$ cat config.mk
export PLATFORM = sky130hd
export DESIGN_NAME = magic_signature_classifier_top
export DESIGN_NICKNAME = d
export VERILOG_FILES = /design/src/rtl/core/msc_pkg.sv /design/src/rtl/core/magic_signature_classifier_top.sv /design/src/rtl/core/msc_track.sv /design/src/rtl/core/msc_classify.sv
export SDC_FILE = /design/constraint.sdc
export NUM_CORES = 1
export LEC_CHECK = 0
export BUFFER_PORTS_ARGS = -buffer_cell sky130_fd_sc_hd__buf_2
export CORE_ASPECT_RATIO = 1.5
export CORE_UTILIZATION = 30
export DETAILED_ROUTE_END_ITERATION = 10
export GPL_TIMING_DRIVEN = 0
export MAX_ROUTING_LAYER = met4
export PLACE_DENSITY = 0.49
export SYNTH_ARGS = -nofsm -noshare
export SYNTH_HDL_FRONTEND = slang
export SYNTH_SLANG_ARGS = --single-unit
$ cat constraint.sdc
create_clock -name clk -period 4.95 [get_ports clk]
set_input_delay 0 -clock clk [delete_from_list [all_inputs] [get_ports clk]]
set_output_delay 0 -clock clk [all_outputs]
set_load 0.02 [all_outputs]
$ cat src/rtl/core/msc_pkg.sv
// ----------------------------------------------------------------------------
// Magic signature classifier package
// Signature table, type class codes and shared types for the classifier.
// ----------------------------------------------------------------------------
package msc_pkg;

  localparam int MAX_LEN_DEF = 512;
  localparam int NUM_SIGS    = 30;
  localparam int SIG_BYTES_W = 8;

  // Text rule: printable * TEXT_NUM > length * TEXT_DEN.
  localparam int TEXT_NUM = 10;
  localparam int TEXT_DEN = 9;

  localparam logic [7:0] CHR_SPACE = 8'h20;
  localparam logic [7:0] CHR_TAB   = 8'h09;
  localparam logic [7:0] CHR_LF    = 8'h0A;
  localparam logic [7:0] CHR_CR    = 8'h0D;
  localparam logic [7:0] CHR_NUL   = 8'h00;

  localparam logic [4:0] CLS_OCTET = 5'd0;
  localparam logic [4:0] CLS_TEXT  = 5'd1;
  localparam logic [4:0] CLS_WEBP  = 5'd2;
  localparam logic [4:0] CLS_WAV   = 5'd3;
  localparam logic [4:0] CLS_PNG   = 5'd4;
  localparam logic [4:0] CLS_JPEG  = 5'd5;
  localparam logic [4:0] CLS_GIF   = 5'd6;
  localparam logic [4:0] CLS_BMP   = 5'd7;
  localparam logic [4:0] CLS_ICON  = 5'd8;
  localparam logic [4:0] CLS_TIFF  = 5'd9;
  localparam logic [4:0] CLS_SVG   = 5'd10;
  localparam logic [4:0] CLS_PDF   = 5'd11;
  localparam logic [4:0] CLS_ZIP   = 5'd12;
  localparam logic [4:0] CLS_GZIP  = 5'd13;
  localparam logic [4:0] CLS_ZSTD  = 5'd14;
  localparam logic [4:0] CLS_TAR   = 5'd15;
  localparam logic [4:0] CLS_7Z    = 5'd16;
  localparam logic [4:0] CLS_RAR   = 5'd17;
  localparam logic [4:0] CLS_MP4   = 5'd18;
  localparam logic [4:0] CLS_OGG   = 5'd19;
  localparam logic [4:0] CLS_FLAC  = 5'd20;
  localparam logic [4:0] CLS_MPEG  = 5'd21;
  localparam logic [4:0] CLS_ELF   = 5'd22;
  localparam logic [4:0] CLS_MACHO = 5'd23;
  localparam logic [4:0] CLS_JAVA  = 5'd24;
  localparam logic [4:0] CLS_WASM  = 5'd25;

  // Indexes of the RIFF container parts and the first ordinary table entry.
  localparam int SIG_RIFF     = 0;
  localparam int SIG_WEBP     = 1;
  localparam int SIG_WAVE     = 2;
  localparam int SIG_TABLE_LO = 3;

  localparam logic [8:0] SIG_OFF [NUM_SIGS] = '{
    9'd0, 9'd8, 9'd8, 9'd0, 9'd0, 9'd0, 9'd0, 9'd0, 9'd0, 9'd0,
    9'd0, 9'd0, 9'd0, 9'd0, 9'd0, 9'd0, 9'd0, 9'd0, 9'd257, 9'd0,
    9'd0, 9'd4, 9'd0, 9'd0, 9'd0, 9'd0, 9'd0, 9'd0, 9'd0, 9'd0
  };

  localparam logic [3:0] SIG_LEN [NUM_SIGS] = '{
    4'd4, 4'd4, 4'd4, 4'd8, 4'd3, 4'd6, 4'd6, 4'd2, 4'd4, 4'd4,
    4'd4, 4'd4, 4'd4, 4'd4, 4'd4, 4'd4, 4'd2, 4'd4, 4'd5, 4'd6,
    4'd6, 4'd4, 4'd4, 4'd4, 4'd3, 4'd2, 4'd4, 4'd4, 4'd4, 4'd4
  };

  // Offset plus length: the buffer must reach this many bytes.
  localparam logic [8:0] SIG_END [NUM_SIGS] = '{
    9'd4, 9'd12, 9'd12, 9'd8, 9'd3, 9'd6, 9'd6, 9'd2, 9'd4, 9'd4,
    9'd4, 9'd4, 9'd4, 9'd4, 9'd4, 9'd4, 9'd2, 9'd4, 9'd262, 9'd6,
    9'd6, 9'd8, 9'd4, 9'd4, 9'd3, 9'd2, 9'd4, 9'd4, 9'd4, 9'd4
  };

  localparam logic [4:0] SIG_CLS [NUM_SIGS] = '{
    CLS_OCTET, CLS_WEBP, CLS_WAV, CLS_PNG, CLS_JPEG, CLS_GIF, CLS_GIF,
    CLS_BMP, CLS_ICON, CLS_TIFF, CLS_TIFF, CLS_SVG, CLS_SVG, CLS_PDF,
    CLS_ZIP, CLS_ZIP, CLS_GZIP, CLS_ZSTD, CLS_TAR, CLS_7Z, CLS_RAR,
    CLS_MP4, CLS_OGG, CLS_FLAC, CLS_MPEG, CLS_MPEG, CLS_ELF, CLS_MACHO,
    CLS_JAVA, CLS_WASM
  };

  localparam logic [7:0] SIG_BYTES [NUM_SIGS][SIG_BYTES_W] = '{
    '{8'h52, 8'h49, 8'h46, 8'h46, 8'h00, 8'h00, 8'h00, 8'h00},
    '{8'h57, 8'h45, 8'h42, 8'h50, 8'h00, 8'h00, 8'h00, 8'h00},
    '{8'h57, 8'h41, 8'h56, 8'h45, 8'h00, 8'h00, 8'h00, 8'h00},
    '{8'h89, 8'h50, 8'h4E, 8'h47, 8'h0D, 8'h0A, 8'h1A, 8'h0A},
    '{8'hFF, 8'hD8, 8'hFF, 8'h00, 8'h00, 8'h00, 8'h00, 8'h00},
    '{8'h47, 8'h49, 8'h46, 8'h38, 8'h37, 8'h61, 8'h00, 8'h00},
    '{8'h47, 8'h49, 8'h46, 8'h38, 8'h39, 8'h61, 8'h00, 8'h00},
    '{8'h42, 8'h4D, 8'h00, 8'h00, 8'h00, 8'h00, 8'h00, 8'h00},
    '{8'h00, 8'h00, 8'h01, 8'h00, 8'h00, 8'h00, 8'h00, 8'h00},
    '{8'h49, 8'h49, 8'h2A, 8'h00, 8'h00, 8'h00, 8'h00, 8'h00},
    '{8'h4D, 8'h4D, 8'h00, 8'h2A, 8'h00, 8'h00, 8'h00, 8'h00},
    '{8'h3C, 8'h73, 8'h76, 8'h67, 8'h00, 8'h00, 8'h00, 8'h00},
    '{8'h3C, 8'h53, 8'h56, 8'h47, 8'h00, 8'h00, 8'h00, 8'h00},
    '{8'h25, 8'h50, 8'h44, 8'h46, 8'h00, 8'h00, 8'h00, 8'h00},
    '{8'h50, 8'h4B, 8'h03, 8'h04, 8'h00, 8'h00, 8'h00, 8'h00},
    '{8'h50, 8'h4B, 8'h05, 8'h06, 8'h00, 8'h00, 8'h00, 8'h00},
    '{8'h1F, 8'h8B, 8'h00, 8'h00, 8'h00, 8'h00, 8'h00, 8'h00},
    '{8'h28, 8'hB5, 8'h2F, 8'hFD, 8'h00, 8'h00, 8'h00, 8'h00},
    '{8'h75, 8'h73, 8'h74, 8'h61, 8'h72, 8'h00, 8'h00, 8'h00},
    '{8'h37, 8'h7A, 8'hBC, 8'hAF, 8'h27, 8'h1C, 8'h00, 8'h00},
    '{8'h52, 8'h61, 8'h72, 8'h21, 8'h1A, 8'h07, 8'h00, 8'h00},
    '{8'h66, 8'h74, 8'h79, 8'h70, 8'h00, 8'h00, 8'h00, 8'h00},
    '{8'h4F, 8'h67, 8'h67, 8'h53, 8'h00, 8'h00, 8'h00, 8'h00},
    '{8'h66, 8'h4C, 8'h61, 8'h43, 8'h00, 8'h00, 8'h00, 8'h00},
    '{8'h49, 8'h44, 8'h33, 8'h00, 8'h00, 8'h00, 8'h00, 8'h00},
    '{8'hFF, 8'hFB, 8'h00, 8'h00, 8'h00, 8'h00, 8'h00, 8'h00},
    '{8'h7F, 8'h45, 8'h4C, 8'h46, 8'h00, 8'h00, 8'h00, 8'h00},
    '{8'hCF, 8'hFA, 8'hED, 8'hFE, 8'h00, 8'h00, 8'h00, 8'h00},
    '{8'hCA, 8'hFE, 8'hBA, 8'hBE, 8'h00, 8'h00, 8'h00, 8'h00},
    '{8'h00, 8'h61, 8'h73, 8'h6D, 8'h00, 8'h00, 8'h00, 8'h00}
  };

  // Per-buffer flags handed from the tracker to the classifier.
  typedef struct packed {
    logic [NUM_SIGS-1:0] alive;
    logic                nul;
    logic                overflow;
  } sig_flags_t;

endpackage

$ cat src/rtl/core/magic_signature_classifier_top.sv
// ----------------------------------------------------------------------------
// Magic signature classifier, top level
// Takes one buffer byte per cycle, tracks signature matches and the text
// statistics, and gives a type class when the buffer closes.
// The closing transaction passes the input, snapshot and output registers.
// Throughput: one byte transaction per cycle unless a closing transaction
// waits for the snapshot slot; the per-byte compare is combinational.
// Reset: synchronous rst clears the buffer state and all valid flags.
// ----------------------------------------------------------------------------
module magic_signature_classifier_top #(
  parameter int MAX_LEN = msc_pkg::MAX_LEN_DEF
) (
  input  logic       clk,
  input  logic       rst,
  input  logic       in_valid,
  output logic       in_ready,
  input  logic [7:0] data_byte,
  input  logic       has_byte,
  input  logic       is_last,
  output logic       out_valid,
  input  logic       out_ready,
  output logic [4:0] type_class,
  output logic       overflowed
);
  import msc_pkg::*;

  localparam int POS_W = $clog2(MAX_LEN + 1);

  logic             in_full;
  logic [7:0]       byte_q;
  logic             has_q;
  logic             last_q;
  logic             go;
  logic             snap_free;
  logic             snap_take;
  logic             snap_valid;
  logic [POS_W-1:0] snap_pos;
  logic [POS_W-1:0] snap_prn;
  sig_flags_t       snap_flags;

  // A closing transaction waits only if the snapshot slot is still occupied.
  assign go       = in_full && (!last_q || snap_free);
  assign in_ready = !in_full || go;

  always_ff @(posedge clk) begin
    if (rst) begin
      in_full <= 1'b0;
    end else if (in_ready) begin
      in_full <= in_valid;
    end
  end

  always_ff @(posedge clk) begin
    if (in_ready && in_valid) begin
      byte_q <= data_byte;
      has_q  <= has_byte;
      last_q <= is_last;
    end
  end

  msc_track #(
    .MAX_LEN(MAX_LEN)
  ) u_track (
    .clk        (clk),
    .rst        (rst),
    .go         (go),
    .data_byte  (byte_q),
    .has_byte   (has_q),
    .is_last    (last_q),
    .snap_take  (snap_take),
    .snap_valid (snap_valid),
    .snap_free  (snap_free),
    .snap_pos   (snap_pos),
    .snap_prn   (snap_prn),
    .snap_flags (snap_flags)
  );

  msc_classify #(
    .MAX_LEN(MAX_LEN)
  ) u_classify (
    .clk        (clk),
    .rst        (rst),
    .snap_valid (snap_valid),
    .snap_pos   (snap_pos),
    .snap_prn   (snap_prn),
    .snap_flags (snap_flags),
    .snap_take  (snap_take),
    .out_ready  (out_ready),
    .out_valid  (out_valid),
    .type_class (type_class),
    .overflowed (overflowed)
  );

endmodule

$ cat src/rtl/core/msc_track.sv
// ----------------------------------------------------------------------------
// Magic signature tracker
// Keeps the running buffer state, matches each byte against all signatures
// and captures a snapshot of the finished buffer for the classifier.
// ----------------------------------------------------------------------------
module msc_track #(
  parameter int MAX_LEN = msc_pkg::MAX_LEN_DEF
) (
  input  logic                                clk,
  input  logic                                rst,
  input  logic                                go,
  input  logic [7:0]                          data_byte,
  input  logic                                has_byte,
  input  logic                                is_last,
  input  logic                                snap_take,
  output logic                                snap_valid,
  output logic                                snap_free,
  output logic [$clog2(MAX_LEN+1)-1:0]        snap_pos,
  output logic [$clog2(MAX_LEN+1)-1:0]        snap_prn,
  output msc_pkg::sig_flags_t                 snap_flags
);
  import msc_pkg::*;

  localparam int POS_W = $clog2(MAX_LEN + 1);

  logic [POS_W-1:0]    pos, pos_next;
  logic [POS_W-1:0]    prn, prn_next;
  logic                nul, nul_next;
  logic                ovf, ovf_next;
  logic [NUM_SIGS-1:0] alive, alive_next;

  assign snap_free = !snap_valid || snap_take;

  always_comb begin
    logic [POS_W-1:0] off;
    logic [POS_W-1:0] rel;
    off        = '0;
    rel        = '0;
    pos_next   = pos;
    prn_next   = prn;
    nul_next   = nul;
    ovf_next   = ovf;
    alive_next = alive;
    if (has_byte) begin
      if (pos == POS_W'(MAX_LEN)) begin
        // Bytes past the kept window only mark the overflow.
        ovf_next = 1'b1;
      end else begin
        for (int k = 0; k < NUM_SIGS; k++) begin
          off = POS_W'(SIG_OFF[k]);
          rel = pos - off;
          if ((pos >= off) && (rel < POS_W'(SIG_LEN[k])) &&
              (SIG_BYTES[k][rel[2:0]] != data_byte)) begin
            alive_next[k] = 1'b0;
          end
        end
        if (data_byte == CHR_NUL) begin
          nul_next = 1'b1;
        end
        if ((data_byte >= CHR_SPACE) || (data_byte == CHR_TAB) ||
            (data_byte == CHR_LF) || (data_byte == CHR_CR)) begin
          prn_next = prn + 1'b1;
        end
        pos_next = pos + 1'b1;
      end
    end
  end

  always_ff @(posedge clk) begin
    if (rst) begin
      pos   <= '0;
      prn   <= '0;
      nul   <= 1'b0;
      ovf   <= 1'b0;
      alive <= '1;
    end else if (go) begin
      if (is_last) begin
        pos   <= '0;
        prn   <= '0;
        nul   <= 1'b0;
        ovf   <= 1'b0;
        alive <= '1;
      end else begin
        pos   <= pos_next;
        prn   <= prn_next;
        nul   <= nul_next;
        ovf   <= ovf_next;
        alive <= alive_next;
      end
    end
  end

  always_ff @(posedge clk) begin
    if (rst) begin
      snap_valid <= 1'b0;
    end else if (go && is_last) begin
      snap_valid <= 1'b1;
    end else if (snap_take) begin
      snap_valid <= 1'b0;
    end
  end

  always_ff @(posedge clk) begin
    if (go && is_last) begin
      snap_pos            <= pos_next;
      snap_prn            <= prn_next;
      snap_flags.alive    <= alive_next;
      snap_flags.nul      <= nul_next;
      snap_flags.overflow <= ovf_next;
    end
  end

endmodule

$ cat src/rtl/core/msc_classify.sv
// ----------------------------------------------------------------------------
// Magic signature classifier stage
// Picks the winning signature or the text rule for a finished buffer and
// holds the result in the output register.
// ----------------------------------------------------------------------------
module msc_classify #(
  parameter int MAX_LEN = msc_pkg::MAX_LEN_DEF
) (
  input  logic                                clk,
  input  logic                                rst,
  input  logic                                snap_valid,
  input  logic [$clog2(MAX_LEN+1)-1:0]        snap_pos,
  input  logic [$clog2(MAX_LEN+1)-1:0]        snap_prn,
  input  msc_pkg::sig_flags_t                 snap_flags,
  output logic                                snap_take,
  input  logic                                out_ready,
  output logic                                out_valid,
  output logic [4:0]                          type_class,
  output logic                                overflowed
);
  import msc_pkg::*;

  localparam int POS_W  = $clog2(MAX_LEN + 1);
  localparam int PROD_W = POS_W + 4;

  logic [NUM_SIGS-1:0] sig_ok;
  logic                is_text;
  logic [4:0]          cls;

  assign snap_take = snap_valid && (!out_valid || out_ready);

  always_comb begin
    for (int k = 0; k < NUM_SIGS; k++) begin
      sig_ok[k] = snap_flags.alive[k] && (snap_pos >= POS_W'(SIG_END[k]));
    end
  end

  assign is_text = !snap_flags.nul &&
                   ((PROD_W'(snap_prn) * PROD_W'(TEXT_NUM)) >
                    (PROD_W'(snap_pos) * PROD_W'(TEXT_DEN)));

  always_comb begin
    cls = is_text ? CLS_TEXT : CLS_OCTET;
    // Walk downward so the earliest table entry wins.
    for (int k = NUM_SIGS - 1; k >= SIG_TABLE_LO; k--) begin
      if (sig_ok[k]) begin
        cls = SIG_CLS[k];
      end
    end
    if (sig_ok[SIG_RIFF] && sig_ok[SIG_WAVE]) begin
      cls = CLS_WAV;
    end
    if (sig_ok[SIG_RIFF] && sig_ok[SIG_WEBP]) begin
      cls = CLS_WEBP;
    end
    if (snap_pos == '0) begin
      cls = CLS_OCTET;
    end
  end

  always_ff @(posedge clk) begin
    if (rst) begin
      out_valid <= 1'b0;
    end else if (snap_take) begin
      out_valid <= 1'b1;
    end else if (out_ready) begin
      out_valid <= 1'b0;
    end
  end

  always_ff @(posedge clk) begin
    if (snap_take) begin
      type_class <= cls;
      overflowed <= snap_flags.overflow;
    end
  end

endmodule
==> summary.md, run 1 <==
| Metric | Value |
|---|---|
| Yosys warns | 0 |
| RSZ-0062 raised after global routing | no |
| WL per Instance | 20.9 um |
| Status | complete, no violations |
| Core area | 28,800 sq um |
| Syn Nets | about 1,100 |
| Antenna violations before repair | 0 |
| Drt drc | 0 |
| Post-synth cell types | 80 |
| Max-slew violation count | 0 |
| Crit path launch type | flip-flop |
| Hold Crit Class | in2reg |
| Final hold viol count | 0 |
| Largest net degree at the start of global routing | 37 |
| Vias in the first global route | 7,993 |
| Layout area overhead | 15.3% |
| Clk sinks | 123 |
| # rows | 76 |
| LEAKAGE | 3.61 nW |
| Die footprint | between 30,000 and 40,000 sq um |
| Fin Clk Skew | 0.0109 ns |
| Post-DP Area | 9460 sq um |
| CP Class | reg2reg |
| Crit share post-route | 0.926 |
| IR drop worst, VDD | 0.220 mV |
| DRT Pass-1 Iters | 5 |
| CP max FO | 10 |
| Placer Congestion | about 0.98 |
| Final Power | approximately 2.9 mW |
| Area of the multi-input gates | 5270 sq um |
| Clk pwr share | 0.446 |
| Ys async rst share | 0 |
| Die span in y | 212 um |
| M3 GR Usage | 0.0414 |
| Finish-stage setup viols | 0 |
| Required @ worst endpoint | between 5 and 6 ns |
| Worst-margin pin slew | 0.925 ns |
| Synthesis-stage register bit count | 123 |
| Synth Cell Area | 8850 sq um |
| CTS max path bufs | 2 |
| Die width | 142 um |
| Worst-skew pair later-pin latency | 0.44 ns |
| Post-Place Cells | 1,407 |
| # Post-CTS Setup Buffers | 0 |
| Clk slew on worst S/H paths | 0.06 ns |
| Finished Layout Cells | 1,453 |
| Layout cells sized above 1 | 0.0753 |
| Internal | 2.04 mW |
| Routing usage on met2 | 0.368 |
| Ant diodes | 0 |
| Logic gate share of total power | 0.155 |
| Max-cap violations | 0 |
| # fillers | 2,969 |
| WL final | 30.3 mm |
| I/O Buffers | 20 |
| Power share of the sequential group | 0.399 |
| Register cell area after layout | 3140 sq um |
| Max-slew headroom | 0.378 |
| Post-Layout Inst Area | 10,200 sq um |
| Worst EP arrival | 4.97 ns |
| Vias post-DR | 7,995 |
| Total grt overflow | 0 |
| Met1 Use GR | 0.221 |
| R2R depth | 13 |
| Post-route ant nets | 0 |
| Primary FF master, synth | edfxtp_1 |
| Fmax | between 200 and 250 MHz |
| Syn Inst Count | 996 |
| Min cycle time layout | roughly 4.6 ns |
| Fin nets | roughly 1,100 |
| Num CTS Buffers | 17 |
| CTS tree | done |
| Power Density | 280 nW/um^2 |
| Switching share of power | 0.287 |
| Worst R2R Setup Slack | 0.37 ns |
| Critical Path Sink Type | flip-flop |
| Initial DRC count | approximately 570 |
| GRT busiest layer | met2 |
| Global Route Usage Sum | 0.215 |
| NetSw | 0.819 mW |
| Post-synthesis sequential area ratio | 0.355 |
| Drt via density | 5.50 |
| EDFF count, synth | 68 |
| Hold path depth | 2 |
| Final setup TNS | 0 ns |
| Initial Util | 0.307 |
| Avg Inst Size Synth | 8.88 sq um |
| Final HPWL DP | 23.2 mm |
| # IOs | 22 |
| H-tree levels | 4 |
| First-pass GRT wire length | 46.7 mm |
| CTS root buffer | clkbuf_16 |
==> power groups by stage <==
stage          Sequential [mW]  Clock [mW]  Combinational (mW)
2_1_floorplan             1.15           0               0.296
3_3_place_gp              1.16           0               0.428
3_5_place_dp              1.16           0               0.428
4_1_cts                   1.14        1.30               0.438
5_1_grt                   1.14        1.34               0.481
6_report                  1.14        1.27               0.444
==> layout make-up <==
| type | count | share of cell area |
|---|---|---|
| clock buffers | 21 | 0.0483 |
| multi-input cells | 763 | 0.516 |
| well taps | 390 | 0.0478 |
| flip-flops and latches | 123 | 0.308 |
| repair buffers | 35 | 0.0255 |
| inverters | 36 | 0.0132 |
| clock inverters | 11 | 0.0107 |
| plain buffers | 74 | 0.0303 |
==> kinds of logic after synthesis <==
logic type,Yosys count,synth area share
compound gates,277,0.216
xor+xnor,90,0.0891
fa+ha+maj,59,0.0851
buf+inv,110,0.0502
flops,123,0.355
mux,11,0.0132
simple gates,326,0.191
==> synth_stat cells, types with 4 or more instances <==
cell type | number | share of area
nor3_1 | 31 | 0.018
and3_1 | 8 | 0.0057
xor2_1 | 39 | 0.039
a211oi_1 | 8 | 0.0068
nor4b_1 | 4 | 0.0040
clkbuf_1 | 48 | 0.020
nand4_1 | 22 | 0.016
a21o_1 | 6 | 0.0051
nand2_1 | 62 | 0.026
inv_1 | 36 | 0.015
nor2_1 | 70 | 0.030
buf_2 | 7 | 0.0040
nand2b_1 | 13 | 0.0092
ha_1 | 57 | 0.081
o21a_1 | 16 | 0.014
or3_1 | 13 | 0.0092
buf_1 | 16 | 0.0068
a21boi_1 | 9 | 0.0076
a21oi_1 | 60 | 0.034
dfxtp_1 | 55 | 0.12
o21bai_1 | 4 | 0.0034
or2_2 | 4 | 0.0028
xnor2_1 | 51 | 0.050
o32ai_1 | 9 | 0.0089
a21boi_0 | 5 | 0.0042
and2_1 | 9 | 0.0064
a211o_1 | 29 | 0.029
o21ai_0 | 45 | 0.025
mux2i_1 | 6 | 0.0068
nor4_1 | 15 | 0.011
o211ai_1 | 6 | 0.0051
o21ai_1 | 8 | 0.0045
or4_1 | 4 | 0.0034
mux2_2 | 4 | 0.0051
a22oi_1 | 8 | 0.0068
a31oi_1 | 19 | 0.013
nand3_1 | 34 | 0.019
edfxtp_1 | 68 | 0.23
nor2b_1 | 16 | 0.011
==> placed cells by master (no fill, tap or decap), types with 8 or more instances in the layout <==
cell | synthesis | routed
nor2_1 | 70 | 69
edfxtp_1 | 68 | 68
nand2_1 | 62 | 62
a21oi_1 | 60 | 60
ha_1 | 57 | 57
dfxtp_1 | 55 | 55
xnor2_1 | 51 | 51
clkbuf_1 | 48 | 49
o21ai_0 | 45 | 45
xor2_1 | 39 | 39
inv_1 | 36 | 36
nand3_1 | 34 | 34
nor3_1 | 31 | 31
a211o_1 | 29 | 29
buf_2 | 7 | 27
nand4_1 | 22 | 22
a31oi_1 | 19 | 19
clkbuf_16 | 0 | 19
nor2b_1 | 16 | 16
buf_1 | 16 | 16
o21a_1 | 16 | 16
nor4_1 | 15 | 15
dlygate4sd3_1 | 0 | 14
nand2b_1 | 13 | 13
or3_1 | 13 | 13
a21boi_1 | 9 | 9
and2_1 | 9 | 9
o32ai_1 | 9 | 9
and3_1 | 8 | 8
a211oi_1 | 8 | 8
a22oi_1 | 8 | 8
o21ai_1 | 8 | 8
==> layer usage <==
| metal | routed length [um] | up-vias |
|---|---|---|
| met5 | 0 | - |
| met4 | 1880 | 0 |
| met3 | 1450 | 139 |
| met2 | 15100 | 299 |
| met1 | 11800 | 3751 |
| li1 | - | 3806 |
==> through the flow <==
stage	hold slack, ns	setup slack (ns)	util
finish	0.268	0.365	0.354
global route	0.259	0.146	0.354
CTS	0.248	0.481	0.354
detailed placement	0.178	0.525	0.328
global placement	0.177	-0.710	0.327
floorplan	0.0989	0.879	-
==> sequential cells by signal, summed over array words and instances (netlist names) <==
| register | flops |
|---|---|
| byte_q | 8 |
| has_q | 1 |
| in_full | 1 |
| last_q | 1 |
| u_classify.out_valid | 1 |
| u_classify.overflowed | 1 |
| u_classify.type_class | 5 |
| u_track.alive | 30 |
| u_track.nul | 1 |
| u_track.ovf | 1 |
| u_track.pos | 10 |
| u_track.prn | 10 |
| u_track.snap_flags | 32 |
| u_track.snap_pos | 10 |
| u_track.snap_prn | 10 |
| u_track.snap_valid | 1 |
==> critical path: stages, from the launching register on <==
cell	delay [ns]
dfxtp_1	0.36
clkbuf_1	0.43
buf_2	0.38
inv_1	0.25
ha_1	0.34
clkbuf_1	0.31
inv_1	0.20
ha_1	0.28
clkbuf_1	0.37
xor2_1	0.19
a311o_1	0.43
a2111oi_0	0.64
o21a_1	0.24
a211o_1	0.11
==> path summary, 6_finish.rpt <==
kind                               from                    end
setup reg to reg         u_track.pos[1]       u_track.alive[3]
setup / recovery         u_track.pos[1]       u_track.alive[3]
hold / removal             data_byte[2]              byte_q[2]
hold reg to reg   u_track.snap_flags[0]  u_classify.overflowed
==> repair_timing <==
action,in CTS,in global routing
endpoints found under the hold margin,15,0
gates resized for setup,0,0
hold buffers,14,0
Note: power is estimated with default switching activity, not from simulation.
==> run 2, diff against run 1 <==
Settings changed: CORE_UTILIZATION 30 to 38, PLACE_DENSITY 0.49 to 0.58.
==> run 2 against run 1 <==
Net effect: wire length fell by 1.9%; count of clock-buffer cells in the layout fell by 4; power fell by 0.74%; clock power barely moved; hold slack improved by 0.014 ns; first-iteration DRC count fell by 0.18%; non-clock buffer count did not move; critical endpoint unchanged; highest routed layer unchanged.
==> summary.md, run 2 (synthesis results as in run 1) <==
| Metric | Value |
|---|---|
| # Post-CTS Setup Buffers | 0 (unchanged) |
| Num CTS Buffers | 17 (unchanged) |
| Clk sinks | 123 (unchanged) |
| CP Class | reg2reg |
| Biggest regs | u_track.snap_flags (32), u_track.alive (30) |
| LEAKAGE | 3.61 nW (about the same) |
| Status | complete, no violations |
| Die footprint | 23,900 sq um (-21%) |
| Reg with most FFs | u_track.snap_flags |
| CTS max path bufs | 2 (unchanged) |
| Hold Buf Count CTS | 14 (unchanged) |
| CTS tree | done |
| Worst setup margin | 0.220 ns (-0.145 ns) |
| Antenna violations before repair | 0 (unchanged) |
| CTS root buffer | clkbuf_16 |
| WL met3 | 1.54 mm (+6.3%) |
| Uppermost layer routed | met4 |
| Commonest non-fill, non-tap cells in the layout | 69 x nor2_1, 68 x edfxtp_1, 62 x nand2_1 |
| Pre-CTS WS | 0.482 ns (-0.0439 ns) |
| Fmax | 211 MHz (-3.1%) |
| Global Route Usage Sum | 0.270 (+0.0549) |
| DRT Pass-1 Iters | 5 (unchanged) |
| Power Density | 282 nW/um^2 (+0.75%) |
| Critical Path Sink Type | flip-flop |
| Hold Crit Class | in2reg |
| Clk slew on worst S/H paths | 0.06 ns (about the same) |
| Vias post-DR | 7,946 (-0.61%) |
| Layout area overhead | 13.6% |
| Required @ worst endpoint | 5.31 ns (-0.02 ns) |
| # IOs | 22 (unchanged) |
| Largest register FFs | 32 (unchanged) |
| Max-cap violations | 0 (unchanged) |
| M1 WL | 11.0 mm (-7.2%) |
| Cts repair resizes | 0 (unchanged) |
| Fin nets | 1,123 (unchanged) |
| Worst-margin pin slew | 0.856 ns (-0.0693 ns) |
| Post-route ant nets | 0 (unchanged) |
| Final hold viol count | 0 (unchanged) |
| Fin Clk Skew | 0.00888 ns (-0.00203 ns) |
| Commonest non-fill, non-tap cell in the layout | nor2_1 |
| Die span in y | 189 um (-11%) |
| # rows | 68 (-11%) |
| Die width | 127 um (-11%) |
| Placer Congestion | 1.08 (+11%) |
| IR drop worst, VDD | 0.169 mV (-23%) |
| Min cycle time layout | 4.73 ns (+0.145 ns) |
| Drt via density | 5.92 (+7.5%) |
| Max-slew violation count | 0 (unchanged) |
| Final Power | 2.84 mW (-0.74%) |
| Worst-skew pair later-pin latency | 0.43 ns (about the same) |
| Total grt overflow | 0 (unchanged) |
| Core area | 23,000 sq um (-20%) |
| Met2 WL post-DR | 15.1 mm (-0.11%) |
| Ant diodes | 0 (unchanged) |
| CP max FO | 10 (unchanged) |
| WL per Instance | 22.1 um (+6.1%) |
| Largest net degree at the start of global routing | 39 (+5.4%) |
| Worst EP arrival | 5.09 ns (+0.12 ns) |
| Initial Util | 0.385 (+0.0781) |
| Crit share post-route | 0.955 (+0.0292) |
| Finish-stage setup viols | 0 (unchanged) |
| RSZ-0062 raised after global routing | no |
| Max-slew headroom | 0.425 (+0.0465) |
| I/O Buffers | 20 (unchanged) |
| Layout cells sized above 1 | 0.0753 (unchanged) |
| Initial DRC count | 567 (-0.18%) |
| Final HPWL DP | 22.8 mm (-1.6%) |
| WL final | 29.7 mm (-1.9%) |
| H-tree levels | 4 (unchanged) |
| Drt drc | 0 (unchanged) |
| Vias in the first global route | 8,089 (+1.2%) |
| Crit path launch type | flip-flop |
| First-pass GRT wire length | 46.8 mm (+0.21%) |
run 2: layout make-up:
cell class / count / area, sq um
inverter: 36 / 135
clock inverter: 15 / 163
sequential: 123 / 3140
tap: 280 / 350
multi-input combinational: 763 / 5270
clock buffer: 17 / 425
buffer: 74 / 309
timing repair buffer: 35 / 260
fill: 2321 / 12900
run 2: power breakdown:
part	total [mW]	switching, mW	internal (mW)	leakage, nW
Combinational	0.447	0.292	0.155	2.25
Clock	1.25	0.500	0.749	0.283
Sequential	1.14	0.0248	1.11	1.08
Total	2.84	0.817	2.02	3.61
run 2: final timing paths:
check	startpoint	to	slack (ns)	cells after the start
hold reg to reg	u_track.alive[10]	u_track.alive[10]	0.45	1
hold / removal	data_byte[2]	byte_q[2]	0.28	2
setup reg to reg	u_track.pos[1]	u_track.alive[3]	0.22	13
setup / recovery	u_track.pos[1]	u_track.alive[3]	0.22	13
run 2: through the flow:
step           hold WS, ns  instances  cell area [sq um]  TNS, ns   util
5_1_grt              0.271       1343              10100        0  0.438
3_3_place_gp         0.177       1296               9300    -5.37  0.405
4_1_cts              0.262       1343              10100        0  0.438
2_1_floorplan       0.0989        996               8850        0      -
3_5_place_dp         0.178       1297               9330        0  0.406
6_report             0.281       1343              10100        0  0.438
run 2: layer usage:
metal | vias up | global-route usage
met3 | 116 | 0.0432
met4 | 0 | 0.190
met2 | 323 | 0.467
li1 | 3795 | -
met1 | 3712 | 0.277
met5 | - | -
run 2: worst max-delay path, cell delays in order (launching register included):
cell	delay (ns)
dfxtp_1	0.35
clkbuf_1	0.41
buf_2	0.38
inv_1	0.28
ha_1	0.36
clkbuf_1	0.31
inv_1	0.21
ha_1	0.32
clkbuf_1	0.39
xor2_1	0.22
a311o_1	0.44
a2111oi_0	0.64
o21a_1	0.24
a211o_1	0.11
==> run 3, diff against run 2 <==
Settings changed: SYNTH_HIERARCHICAL set to 1.
==> run 3 against run 2 <==
Net effect: hold slack worse by 0.25 ns; wire length is 7.4% higher; final cell count is 8.5% higher; register-to-register slack worse by 0.13 ns; critical path type unchanged.
==> summary.md, run 3 <==
| Metric | Value |
|---|---|
| Register cell area after layout | 3140 sq um (unchanged) |
| Power Density | 259 nW/um^2 (-8.1%) |
| Global Route Usage Sum | 0.271 (+0.00170) |
| Worst-margin pin slew | 1.25 ns (+0.395 ns) |
| RR Startpoint | u_track/pos[0] |
| Fin Clk Skew | 0.00806 ns (-0.000817 ns) |
| Hold path depth | 2 (unchanged) |
| Layout cells sized above 1 | 0.101 (+0.0258) |
| Post-synth cell types | 94 (+18%) |
| Most area-consuming cells after synthesis | edfxtp_1 22%, dfxtp_1 12%, ha_1 7.8% |
| H-tree levels | 4 (unchanged) |
| NetSw | 0.753 mW (-7.8%) |
| Die width | 130 um (+2.7%) |
| # fillers | 2,425 (+4.5%) |
| WL per Instance | 21.9 um (-0.99%) |
| Power share of the sequential group | 0.416 (+0.014) |
| Area of the multi-input gates | 5740 sq um (+8.9%) |
| Initial Util | 0.390 (+0.00513) |
| Die footprint | 25,200 sq um (+5.4%) |
| Ys async rst share | 0 (unchanged) |
| First-pass GRT wire length | 49.4 mm (+5.6%) |
| DRT Pass-1 Iters | 5 (unchanged) |
| Routing usage on met2 | 0.444 (-0.0234) |
| Core area | 23,900 sq um (+4.1%) |
| Vias post-DR | 8,596 (+8.2%) |
| Min cycle time layout | 4.86 ns (+0.129 ns) |
| Clk slew on worst S/H paths | 0.06 ns (about the same) |
| Layout area overhead | 13.0% |
| Switching share of power | 0.276 (-0.0124) |
| Status | complete, no violations |
| Commonest non-fill, non-tap cell in the layout | nor2_1 |
| Syn Nets | 1,144 (+7.0%) |
| Largest register FFs | 32 (unchanged) |
| Top-area cell type share of the netlist area | 0.219 (-0.0120) |
| Placer Congestion | 1.09 (+0.54%) |
| IR drop worst, VDD | 0.218 mV (+29%) |
| Max-cap violations | 0 (unchanged) |
| Num CTS Buffers | 17 (unchanged) |
| GRT busiest layer | met2 |
| Yosys warns | 6 (+6) |
| Worst r2r dst | u_track/snap_flags[13] |
| R2R depth | 12 (-1) |
| Synth Cell Area | 9330 sq um (+5.5%) |
| Fmax | 206 MHz (-2.6%) |
| Post-route ant nets | 0 (unchanged) |
| # Post-CTS Setup Buffers | 0 (unchanged) |
| # rows | 69 (+1.5%) |
| M3 GR Usage | 0.0370 (-0.00626) |
| Finish-stage setup viols | 0 (unchanged) |
| CTS max path bufs | 2 (unchanged) |
| Max-slew violation count | 0 (unchanged) |
| Worst EP arrival | 5.11 ns (+0.02 ns) |
| Post-Place Cells | 1,412 (+8.9%) |
| Logic gate share of total power | 0.162 (+0.004) |
| Clk pwr share | 0.422 (-0.019) |
| Biggest regs | u_track/snap_flags (32), u_track/alive (30) |
| Worst Min Path Start | in_valid |
| WL final | 31.9 mm (+7.4%) |
| Antenna violations before repair | 0 (unchanged) |
| CP max FO | 10 (unchanged) |
| Most instantiated library cell after synthesis | nor2_1 |
| # IOs | 22 (unchanged) |
| Post-synthesis sequential area ratio | 0.337 (-0.0185) |
| Reg with most FFs | u_track/snap_flags |
| Worst path cell trace | clkbuf_1 > clkinv_1 > ha_1 > buf_2 > inv_1 > ha_1 > clkbuf_1 > xor2_1 > nor4b_2 > nor4b_1 > nand2_1 > a21boi_0 |
| Synthesis-stage register bit count | 123 (unchanged) |
| Worst R2R Setup Slack | 0.09 ns (-0.13 ns) |
| Initial DRC count | 625 (+10%) |
| Max-slew headroom | 0.144 (-0.281) |
| Synth cell count leaders | 78 x nor2_1, 76 x nand2_1, 68 x edfxtp_1, 62 x o21ai_0, 60 x a21oi_1 |
| Internal | 1.98 mW (-2.0%) |
| RSZ-0062 raised after global routing | no |
| Critical-path top delay cell | nor4b_2 |
| Finished Layout Cells | 1,457 (+8.5%) |
| Cell taking the most area after synthesis | edfxtp_1 |
| Fin nets | 1,199 (+6.8%) |
| Primary FF master, synth | edfxtp_1 |
| Final Power | 2.73 mW (-3.6%) |
| Max incr delay on CP | 0.58 ns (-0.06 ns) |
| Worst hold endpoint | last_q |
| Critical Path Sink Type | flip-flop |
| Finished Core Util | 0.441 (+0.00337) |
| Die span in y | 194 um (+2.7%) |
| Largest net degree at the start of global routing | 47 (+21%) |
| Met1 Use GR | 0.294 (+0.0172) |
| I/O Buffers | 21 (+5.0%) |
| Vias in the first global route | 8,490 (+5.0%) |
| LEAKAGE | 3.81 nW (+5.5%) |
| Final hold viol count | 0 (unchanged) |
| Worst-skew pair later-pin latency | 0.42 ns (about the same) |
| Commonest non-fill, non-tap cells in the layout | 78 x nor2_1, 76 x nand2_1, 68 x edfxtp_1 |
| CTS root buffer | clkbuf_16 |
| Ant diodes | 0 (unchanged) |
| Crit share post-route | 0.981 (+0.0260) |
| CTS tree | done |
| Drt via density | 5.90 (-0.28%) |
| Final HPWL DP | 24.3 mm (+6.7%) |
| Syn Inst Count | 1,070 (+7.4%) |
| Total grt overflow | 0 (unchanged) |
| Crit path launch type | flip-flop |
| CP Class | reg2reg |
| EDFF count, synth | 68 (unchanged) |
| Drt drc | 0 (unchanged) |
| Hold Crit Class | in2reg |
| Required @ worst endpoint | 5.20 ns (-0.11 ns) |
| Clk sinks | 123 (unchanged) |
| Avg Inst Size Synth | 8.72 sq um (-1.8%) |
[run 3: cell types whose count changed after synthesis, sizes merged, moves of 8 or more]
cell,before,now
nand4,22,14
nand2,62,78
nor2,70,79
a211o,29,4
or3,13,21
o21ai,54,68
[run 3: worst max-delay path by stage]
stage,startpoint,end,slack [ns],cells past startpoint
floorplan,u_classify/out_valid,u_track/prn[2],1.53,9
global placement,u_track/snap_valid,u_track/prn[2],-0.17,9
detailed placement,u_track/pos[0],u_track/snap_flags[13],0.12,12
CTS,u_track/pos[0],u_track/snap_flags[13],0.06,12
global route,u_track/pos[0],u_track/snap_flags[13],0.04,12
finish,u_track/pos[0],u_track/snap_flags[13],0.09,12
[run 3: cells by family (layout without fill, tap and decap cells)]
group | count (synthesis) | after routing | share of synthesized area
AOI/OAI and AO/OA | 283 | 283 | 0.205
xor gates and xnor gates | 95 | 95 | 0.0892
adders and majority gates | 60 | 60 | 0.0820
buffers and inverters | 113 | 181 | 0.0493
DFF | 123 | 123 | 0.337
muxes | 6 | 6 | 0.00670
and+or+nand+nor | 390 | 390 | 0.231
[run 3: final cells by class]
type,instances,area share
buffer,76,0.0305
clock buffer,20,0.0424
inverter,37,0.0132
multi-input combinational,834,0.544
sequential,123,0.298
tap,319,0.0378
timing repair buffer,36,0.0249
clock inverter,12,0.00937
[run 3: through the flow]
step	hold slack [ns]	cell area, sq um	worst slack [ns]	TNS [ns]
6_report	0.0313	10500	0.0916	0
5_1_grt	0.0521	10500	0.0411	0
4_1_cts	0.0204	10500	0.0556	0
3_5_place_dp	0.178	9860	0.121	0
3_3_place_gp	0.177	9840	-0.173	-0.186
2_1_floorplan	0.0624	9330	1.53	0
[run 3: per-layer routing]
| metal | up-vias | share of wire |
|---|---|---|
| li1 | 4049 | - |
| met1 | 4059 | 0.39 |
| met2 | 339 | 0.49 |
| met3 | 149 | 0.044 |
| met4 | 0 | 0.074 |
| met5 | - | 0 |
[run 3: worst max-delay path, delay by kind of cell, from the launching register on]
family                     cells  cell delay (ns)
AOI/OAI and AO/OA              1             0.23
xor gates and xnor gates       1             0.27
adders and majority gates      2             0.59
buffers and inverters          5             1.86
DFF                            1             0.57
and+or+nand+nor                3             1.16
[run 3: power by group through the flow]
stage / sequential (mW) / clock (mW) / combinational [mW]
3_5_place_dp: 1.16 / 0 / 0.428
4_1_cts: 1.14 / 1.17 / 0.438
3_3_place_gp: 1.16 / 0 / 0.423
5_1_grt: 1.14 / 1.22 / 0.487
2_1_floorplan: 1.15 / 0 / 0.304
6_report: 1.14 / 1.15 / 0.443
[run 3: what timing repair did]
action,4_1_cts,5_1_grt
hold endpoints to repair,12,0
hold buffers,13,0
endpoints found under the setup margin,0,4
gates resized for setup,0,1
